[src/rtl/core/bps_pkg.sv]
package bps_pkg;

  // Default width of the tick counters
  localparam int TICK_COUNT_BITS = 16;

  // Field widths
  localparam int ACTION_W    = 2;
  localparam int TICKS_W     = 16;
  localparam int COUNT_W     = 8;
  localparam int CFG_INDEX_W = 3;
  localparam int CFG_DATA_W  = 16;

  // Input actions
  typedef enum logic [ACTION_W-1:0] {
    ACT_TICK  = 2'd0,
    ACT_START = 2'd1,
    ACT_STOP  = 2'd2
  } action_t;

  // Sequencer phases
  typedef enum logic [2:0] {
    PH_PENDING = 3'd0,
    PH_BEEP    = 3'd1,
    PH_GAP     = 3'd2,
    PH_COUNT   = 3'd3,
    PH_PAUSE   = 3'd4,
    PH_PLAYS   = 3'd5,
    PH_IDLE    = 3'd7
  } phase_t;

  // Configuration register indexes
  localparam logic [CFG_INDEX_W-1:0] CFG_TONE0_BEEP_TICKS = 3'd0;
  localparam logic [CFG_INDEX_W-1:0] CFG_TONE0_GAP_TICKS  = 3'd1;
  localparam logic [CFG_INDEX_W-1:0] CFG_TONE0_BEEP_COUNT = 3'd2;
  localparam logic [CFG_INDEX_W-1:0] CFG_TONE1_BEEP_TICKS = 3'd3;
  localparam logic [CFG_INDEX_W-1:0] CFG_TONE1_GAP_TICKS  = 3'd4;
  localparam logic [CFG_INDEX_W-1:0] CFG_TONE1_BEEP_COUNT = 3'd5;

  // Reset beep counts
  localparam logic [COUNT_W-1:0] TONE0_COUNT_RESET = 8'd3;
  localparam logic [COUNT_W-1:0] TONE1_COUNT_RESET = 8'd1;

  // Settings of one tone type
  typedef struct packed {
    logic [TICKS_W-1:0] beep_ticks;
    logic [TICKS_W-1:0] gap_ticks;
    logic [COUNT_W-1:0] beep_count;
  } tone_cfg_t;

endpackage

[src/rtl/core/bps_cfg_regs.sv]
module bps_cfg_regs (
  input  logic                             clk,
  input  logic                             rst,
  input  logic                             cfg_valid,
  output logic                             cfg_ready,
  input  logic [bps_pkg::CFG_INDEX_W-1:0]  cfg_index,
  input  logic [bps_pkg::CFG_DATA_W-1:0]   cfg_data,
  output bps_pkg::tone_cfg_t               tone0,
  output bps_pkg::tone_cfg_t               tone1
);

  // Always ready: every write is accepted and registered
  assign cfg_ready = 1'b1;

  // Write the addressed register; unknown indexes are dropped
  always_ff @(posedge clk) begin
    if (rst) begin
      tone0.beep_ticks <= '0;
      tone0.gap_ticks  <= '0;
      tone0.beep_count <= bps_pkg::TONE0_COUNT_RESET;
      tone1.beep_ticks <= '0;
      tone1.gap_ticks  <= '0;
      tone1.beep_count <= bps_pkg::TONE1_COUNT_RESET;
    end else if (cfg_valid && cfg_ready) begin
      case (cfg_index)
        bps_pkg::CFG_TONE0_BEEP_TICKS: tone0.beep_ticks <= cfg_data;
        bps_pkg::CFG_TONE0_GAP_TICKS:  tone0.gap_ticks  <= cfg_data;
        bps_pkg::CFG_TONE0_BEEP_COUNT: tone0.beep_count <= cfg_data[bps_pkg::COUNT_W-1:0];
        bps_pkg::CFG_TONE1_BEEP_TICKS: tone1.beep_ticks <= cfg_data;
        bps_pkg::CFG_TONE1_GAP_TICKS:  tone1.gap_ticks  <= cfg_data;
        bps_pkg::CFG_TONE1_BEEP_COUNT: tone1.beep_count <= cfg_data[bps_pkg::COUNT_W-1:0];
        default: ;
      endcase
    end
  end

endmodule

[src/rtl/core/beep_pattern_sequencer.sv]
// Buzzer pattern sequencer driven by ticks.
// Input channel (in_valid / in_stall): action (tick, start, stop), plus
// tone_select, play_count and pause_ticks, which only a start uses.
// Output channel (out_valid / out_stall): one transaction per input
// transaction, carrying buzzer_on and busy_res after that item's update.
// Configuration channel (cfg_valid / cfg_ready, cfg_index, cfg_data):
// per-tone beep on-time, gap and beep count; always ready. The user must
// write it only while idle; the block itself does not enforce this.
// The result is registered; it is valid in the cycle after input acceptance.
// Throughput: one item per cycle unless stalled; the counters update in one
// pass of logic between the state registers and the single result register.
// When the receiver stalls, the result register holds its transaction and
// in_stall rises only while that register is full and stalled, so a new
// item enters in the same cycle the old result leaves.
// Reset: idle phase, tone off, all counters zero, output empty, beep
// counts 3 (tone 0) and 1 (tone 1), all tick settings zero.
module beep_pattern_sequencer #(
  parameter int TICK_COUNT_BITS = bps_pkg::TICK_COUNT_BITS
) (
  input  logic                             clk,
  input  logic                             rst,
  input  logic                             in_valid,
  output logic                             in_stall,
  input  logic [bps_pkg::ACTION_W-1:0]     action,
  input  logic                             tone_select,
  input  logic [bps_pkg::TICKS_W-1:0]      play_count,
  input  logic [bps_pkg::TICKS_W-1:0]      pause_ticks,
  output logic                             out_valid,
  input  logic                             out_stall,
  output logic                             buzzer_on,
  output logic                             busy_res,
  input  logic                             cfg_valid,
  output logic                             cfg_ready,
  input  logic [bps_pkg::CFG_INDEX_W-1:0]  cfg_index,
  input  logic [bps_pkg::CFG_DATA_W-1:0]   cfg_data
);

  localparam int TW = TICK_COUNT_BITS;

  bps_pkg::tone_cfg_t tone0;
  bps_pkg::tone_cfg_t tone1;
  bps_pkg::tone_cfg_t tone_sel;

  bps_pkg::phase_t phase, phase_next;
  logic [TW-1:0] beep_left, beep_left_next;
  logic [TW-1:0] gap_left, gap_left_next;
  logic [bps_pkg::COUNT_W-1:0] beeps_left, beeps_left_next;
  logic [TW-1:0] pause_left, pause_left_next;
  logic [TW-1:0] plays_left, plays_left_next;
  logic [bps_pkg::TICKS_W-1:0] pause_reload, pause_reload_next;
  logic [bps_pkg::TICKS_W-1:0] plays_reload, plays_reload_next;
  logic tone_latched, tone_latched_next;
  logic tone_enable, tone_enable_next;

  logic [TW-1:0] beep_dec, gap_dec, pause_dec, plays_dec;
  logic [bps_pkg::COUNT_W-1:0] beeps_dec;
  logic in_accept;

  bps_cfg_regs u_cfg (
    .clk       (clk),
    .rst       (rst),
    .cfg_valid (cfg_valid),
    .cfg_ready (cfg_ready),
    .cfg_index (cfg_index),
    .cfg_data  (cfg_data),
    .tone0     (tone0),
    .tone1     (tone1)
  );

  // Stall only while the result register is full and held
  assign in_stall  = out_valid && out_stall;
  assign in_accept = in_valid && !in_stall;

  assign tone_sel = tone_latched ? tone1 : tone0;

  // Saturating decrements
  assign beep_dec  = (beep_left  != '0) ? beep_left  - 1'b1 : '0;
  assign gap_dec   = (gap_left   != '0) ? gap_left   - 1'b1 : '0;
  assign beeps_dec = (beeps_left != '0) ? beeps_left - 1'b1 : '0;
  assign pause_dec = (pause_left != '0) ? pause_left - 1'b1 : '0;
  assign plays_dec = (plays_left != '0) ? plays_left - 1'b1 : '0;

  // Next state for the accepted item
  always_comb begin
    phase_next        = phase;
    beep_left_next    = beep_left;
    gap_left_next     = gap_left;
    beeps_left_next   = beeps_left;
    pause_left_next   = pause_left;
    plays_left_next   = plays_left;
    pause_reload_next = pause_reload;
    plays_reload_next = plays_reload;
    tone_latched_next = tone_latched;
    tone_enable_next  = tone_enable;
    if (in_accept) begin
      case (bps_pkg::action_t'(action))
        bps_pkg::ACT_TICK: begin
          case (phase)
            bps_pkg::PH_PENDING: begin
              beep_left_next   = TW'(tone_sel.beep_ticks);
              gap_left_next    = TW'(tone_sel.gap_ticks);
              beeps_left_next  = tone_sel.beep_count;
              pause_left_next  = TW'(pause_reload);
              plays_left_next  = TW'(plays_reload);
              tone_enable_next = 1'b1;
              phase_next       = bps_pkg::PH_BEEP;
            end
            bps_pkg::PH_BEEP: begin
              beep_left_next = beep_dec;
              if (beep_dec == '0) begin
                tone_enable_next = 1'b0;
                phase_next       = bps_pkg::PH_GAP;
              end
            end
            bps_pkg::PH_GAP: begin
              gap_left_next = gap_dec;
              if (gap_dec == '0) begin
                tone_enable_next = 1'b0;
                phase_next       = bps_pkg::PH_COUNT;
              end
            end
            bps_pkg::PH_COUNT: begin
              beeps_left_next = beeps_dec;
              if (beeps_dec != '0) begin
                beep_left_next   = TW'(tone_sel.beep_ticks);
                gap_left_next    = TW'(tone_sel.gap_ticks);
                tone_enable_next = 1'b1;
                phase_next       = bps_pkg::PH_BEEP;
              end else begin
                phase_next = bps_pkg::PH_PAUSE;
              end
            end
            bps_pkg::PH_PAUSE: begin
              pause_left_next = pause_dec;
              if (pause_dec == '0) begin
                phase_next = bps_pkg::PH_PLAYS;
              end
            end
            bps_pkg::PH_PLAYS: begin
              plays_left_next = plays_dec;
              if (plays_dec != '0) begin
                beep_left_next   = TW'(tone_sel.beep_ticks);
                gap_left_next    = TW'(tone_sel.gap_ticks);
                beeps_left_next  = tone_sel.beep_count;
                pause_left_next  = TW'(pause_reload);
                tone_enable_next = 1'b1;
                phase_next       = bps_pkg::PH_BEEP;
              end else begin
                tone_enable_next = 1'b0;
                phase_next       = bps_pkg::PH_IDLE;
              end
            end
            default: ;
          endcase
        end
        bps_pkg::ACT_START: begin
          tone_latched_next = tone_select;
          plays_reload_next = play_count;
          pause_reload_next = pause_ticks;
          phase_next        = bps_pkg::PH_PENDING;
        end
        bps_pkg::ACT_STOP: begin
          tone_enable_next = 1'b0;
          phase_next       = bps_pkg::PH_IDLE;
        end
        default: ;
      endcase
    end
  end

  // Hold the sequencer state
  always_ff @(posedge clk) begin
    if (rst) begin
      phase        <= bps_pkg::PH_IDLE;
      beep_left    <= '0;
      gap_left     <= '0;
      beeps_left   <= '0;
      pause_left   <= '0;
      plays_left   <= '0;
      pause_reload <= '0;
      plays_reload <= '0;
      tone_latched <= 1'b0;
      tone_enable  <= 1'b0;
    end else begin
      phase        <= phase_next;
      beep_left    <= beep_left_next;
      gap_left     <= gap_left_next;
      beeps_left   <= beeps_left_next;
      pause_left   <= pause_left_next;
      plays_left   <= plays_left_next;
      pause_reload <= pause_reload_next;
      plays_reload <= plays_reload_next;
      tone_latched <= tone_latched_next;
      tone_enable  <= tone_enable_next;
    end
  end

  // Result register: load on accept, drop when taken
  always_ff @(posedge clk) begin
    if (rst) begin
      out_valid <= 1'b0;
    end else if (in_accept) begin
      out_valid <= 1'b1;
    end else if (!out_stall) begin
      out_valid <= 1'b0;
    end
  end

  always_ff @(posedge clk) begin
    if (in_accept) begin
      buzzer_on <= tone_enable_next;
      busy_res  <= (phase_next != bps_pkg::PH_IDLE);
    end
  end

endmodule

[config.mk]
export PLATFORM = sky130hd
export DESIGN_NAME = beep_pattern_sequencer
export DESIGN_NICKNAME = d
export VERILOG_FILES = /design/src/rtl/core/bps_pkg.sv /design/src/rtl/core/bps_cfg_regs.sv /design/src/rtl/core/beep_pattern_sequencer.sv
export SDC_FILE = /design/constraint.sdc
export NUM_CORES = 1
export LEC_CHECK = 0
export BUFFER_PORTS_ARGS = -buffer_cell sky130_fd_sc_hd__buf_2
export CAP_MARGIN = 25
export CORE_ASPECT_RATIO = 1.4
export CORE_MARGIN = 2
export CORE_UTILIZATION = 56
export DETAILED_ROUTE_END_ITERATION = 6
export GPL_ROUTABILITY_DRIVEN = 0
export GPL_TIMING_DRIVEN = 0
export MAX_ROUTING_LAYER = met4
export PLACE_DENSITY = 0.77
export SLEW_MARGIN = 20
export SYNTH_ARGS = -nofsm -noshare
export SYNTH_HDL_FRONTEND = slang
export SYNTH_HIERARCHICAL = 1
export SYNTH_SLANG_ARGS = --single-unit
[constraint.sdc]
create_clock -name clk -period 3.28 [get_ports clk]
set_clock_uncertainty 0.05 [all_clocks]
set_input_delay 0.164 -clock clk [delete_from_list [all_inputs] [get_ports clk]]
set_output_delay 0.164 -clock clk [all_outputs]
set_load 0.005 [all_outputs]
==> flow_summary.toml <==
[setup_path]
required_ns = 3.42
startpoint_type = "flop"
critPathTopFamily = "compound AO/OA/AOI/OAI gates"
slowest_stage = "or4b_4"
path_cells = "inv_2, ha_4, or4b_4, or2_4, o41ai_1, nand3_1, o211ai_1, nand3_1, a41oi_2, a21bo_1"
cp_common_cell = "nand3_1"
cpPeakStageDelay_ns = 0.47
path_buf_inv = 1
regToRegSetupSlack_ns = 0.13
critical_path_arrival_ns = 3.30
crit_type = "reg2reg"
cp_max_fo = 5
end_kind = "flop"

[synthesis]
synth_common_cells = "dfxtp_1, nand2_1, mux2i_1"
synth_nets = 1354
yosysMostFrequentCell = "dfxtp_1"
synth-edff-count = 2
synth_area_leaders = "dfxtp_1, mux2i_1, nand2b_1"
synth_top_area_share_pct = 36.29
synthArstFlopShare_pct = 0
synthFlopType = "dfxtp_1"
synth_cell_types = 80
synthCells = 1288
synth.avg_cell_area_sq_um = 8.139
syn_area_sq_mm = 0.01048
yosysTopAreaCell = "dfxtp_1"
synth_seq_area_share_pct = 36.86
ys.warnings.count = 6
ys_seq_elements = 192

[routing]
wire_per_inst_um = 17.62
drt_pass1_iterations = 7
ant_nets = 0
drc_errors = 4
drtIter0Drc = 973
viasPerCell = 6.005
finalWirelength_um = 29270
vias = 9975

[timing]
tns_ns = 0
fin_crit_sh_pct = 96.17
period_minus_slack_ns = 3.154
fmax_mhz = 317.0
slew_headroom_pct = 38.51
finalSetupViolations = 0
maxSlewViolCount = 0
final_hold_viol_count = 0
fin_ws_ns = 0.1255
worstMarginPinSlew_ns = 0.9223

[global_route]
use_met1_pct = 33.46
antenna_found_initial = 0
met2_usage_pct = 52.47
grtUsageMet3_pct = 4.842
grt_overflow_total = 0
grt_max_degree = 19
grt-busiest-layer = "met2"
grt_pass1_wl_um = 46990
grt_usage_pct = 29.91
first_global_vias = 9440

[clocking]
cts.sinks = 192
numCtsBuffers = 17
clk_root_buffer_cell = "clkbuf_16"
worstSkewPairLatency_ns = 0.44
clockBufferDepth = 2
htree_num_levels = 4
cts_tree = "yes"
path_clk_slew_ns = 0.07

[pwr]
pwr_density_cell_mw_per_mm2 = 408.5
vdd_ir_drop_max_v = 0.0003459
cellLeakagePower_nw = 4.745

[place]
dp_hpwl_um = 20560
postPlaceCellArea_sq_mm = 0.01108
portBuffers = 58
place_ws_ns = -0.4775

[min_path]
hold_class = "in2reg"

[final_layout]
fillers = 1547
antenna_cells = 0
areaGrowthSynthToFinish_pct = 16.27
postLayoutCellArea_sq_mm = 0.01219
final_nets = 1470
drive_gt1_share_pct = 11.01

[run]
max_cap_violations = 0

[floorplan]
row_count = 59
die_area_sq_mm = 0.01984
die_y_um = 165.9
design.core.area_sq_mm = 0.01846
initial_core_util_pct = 56.80
pin_count = 64
die_w_um = 119.6

[status]
status = "complete, but fails checks"
violations = "DRC"
## path summary, 6_finish.rpt
| check | startpoint | end | depth (start not counted) |
|---|---|---|---|
| hold / removal | cfg_index[0] | u_cfg/tone0[25]$_SDFFE_PP0P_ | 3 |
| setup reg to reg | gap_left[0]$_SDFFE_PP0P_ | busy_res$_DFFE_PP_ | 10 |
| hold reg to reg | plays_reload[7]$_SDFFE_PP0P_ | plays_reload[7]$_SDFFE_PP0P_ | 2 |
| setup / recovery | gap_left[0]$_SDFFE_PP0P_ | busy_res$_DFFE_PP_ | 10 |
## per-layer routing
| layer | part of all wire (%) | up-vias |
|---|---|---|
| met1 | 41 | 4709 |
| li1 | - | 4798 |
| met4 | 3.5 | 0 |
| met5 | 0 | - |
| met2 | 51 | 381 |
| met3 | 4.9 | 87 |
## sequential cells by signal (all words and copies together) (netlist names), 3 cells and up
signal / flops
pause_reload: 16
u_cfg/tone0: 40
plays_left: 16
beep_left: 16
u_cfg/tone1: 40
gap_left: 16
pause_left: 16
beeps_left: 8
phase: 3
plays_reload: 16
## cell families (layout without fill, tap and decap cells)
group           Yosys count  count (layout)  synth area share, %
fa+ha+maj                 8               8               0.9310
compound gates          283             283                16.89
mux                     129             129                12.34
xor+xnor                 19              19                1.587
simple gates            539             539                26.57
other cells               1               1              0.03577
flops                   192             192                36.86
buf+inv                 117             246                4.786
## worst reg2reg max path, delay by kind of cell (launching register included)
kind	cells	cell delay [ns]
adders and majority gates	1	0.13
DFF	1	0.35
buffers and inverters	1	0.08
AOI/OAI and AO/OA	4	1.23
and+or+nand+nor	4	1.07
## through the flow
stage / hold slack, ns / util, % / instances / power [mW]
2_1_floorplan: 0.2378 / - / 1288 / 2.719
3_3_place_gp: 0.3563 / 60.03 / 1590 / 2.850
3_5_place_dp: 0.3616 / 60.06 / 1590 / 2.859
4_1_cts: 0.01991 / 65.56 / 1657 / 4.992
5_1_grt: 0.04875 / 66.04 / 1661 / 5.144
6_report: 0.03242 / 66.04 / 1661 / 4.978
## layout by cell type, fill, tap and decap left out, types with 6 or more instances in the layout
cell type and n:
a22oi_1 11, nor2b_1 7, o22ai_1 9, dlygate4sd3_1 36, o21ai_0 62, clkbuf_1 65, nor3_1 32, ha_1 6
a211oi_2 7, or3_1 6, nand3_1 32, o21ai_1 9, nand2b_1 109, mux2i_1 127, xor2_1 9, buf_4 10
a211oi_1 15, nand2_1 133, or4_1 7, buf_2 64, nor4_1 15, xnor2_1 10, inv_1 24, o32ai_1 8
a21oi_1 110, clkbuf_16 17, a32o_1 9, nor4b_1 6, nand4_1 11, nor2_1 122, dfxtp_1 188, and3_1 9
## final cells by class
class / count / area (sq um) / area share [%]
plain buffers: 86 / 391.6 / 3.213
clock buffers: 18 / 429.2 / 3.521
clock inverters: 14 / 167.7 / 1.376
inverters: 27 / 101.3 / 0.8315
multi-input cells: 979 / 6223 / 51.06
flip-flops and latches: 192 / 3866 / 31.72
well taps: 244 / 305.3 / 2.505
repair buffers: 101 / 703.2 / 5.769
## what timing repair did
action                                  CTS  global route
endpoints found under the setup margin   58            57
hold endpoints to repair                 37             0
hold buffers                             36             0
resized for setup                        13            16
buffers inserted                          1             6
pin swaps                                 4             6
## where the power goes
part / internal, mW / switching, mW
sequential: 2.38 / 0.0266
clock: 1.15 / 0.969
combinational: 0.186 / 0.267
total: 3.72 / 1.26
(Power assumes the default switching activity.)
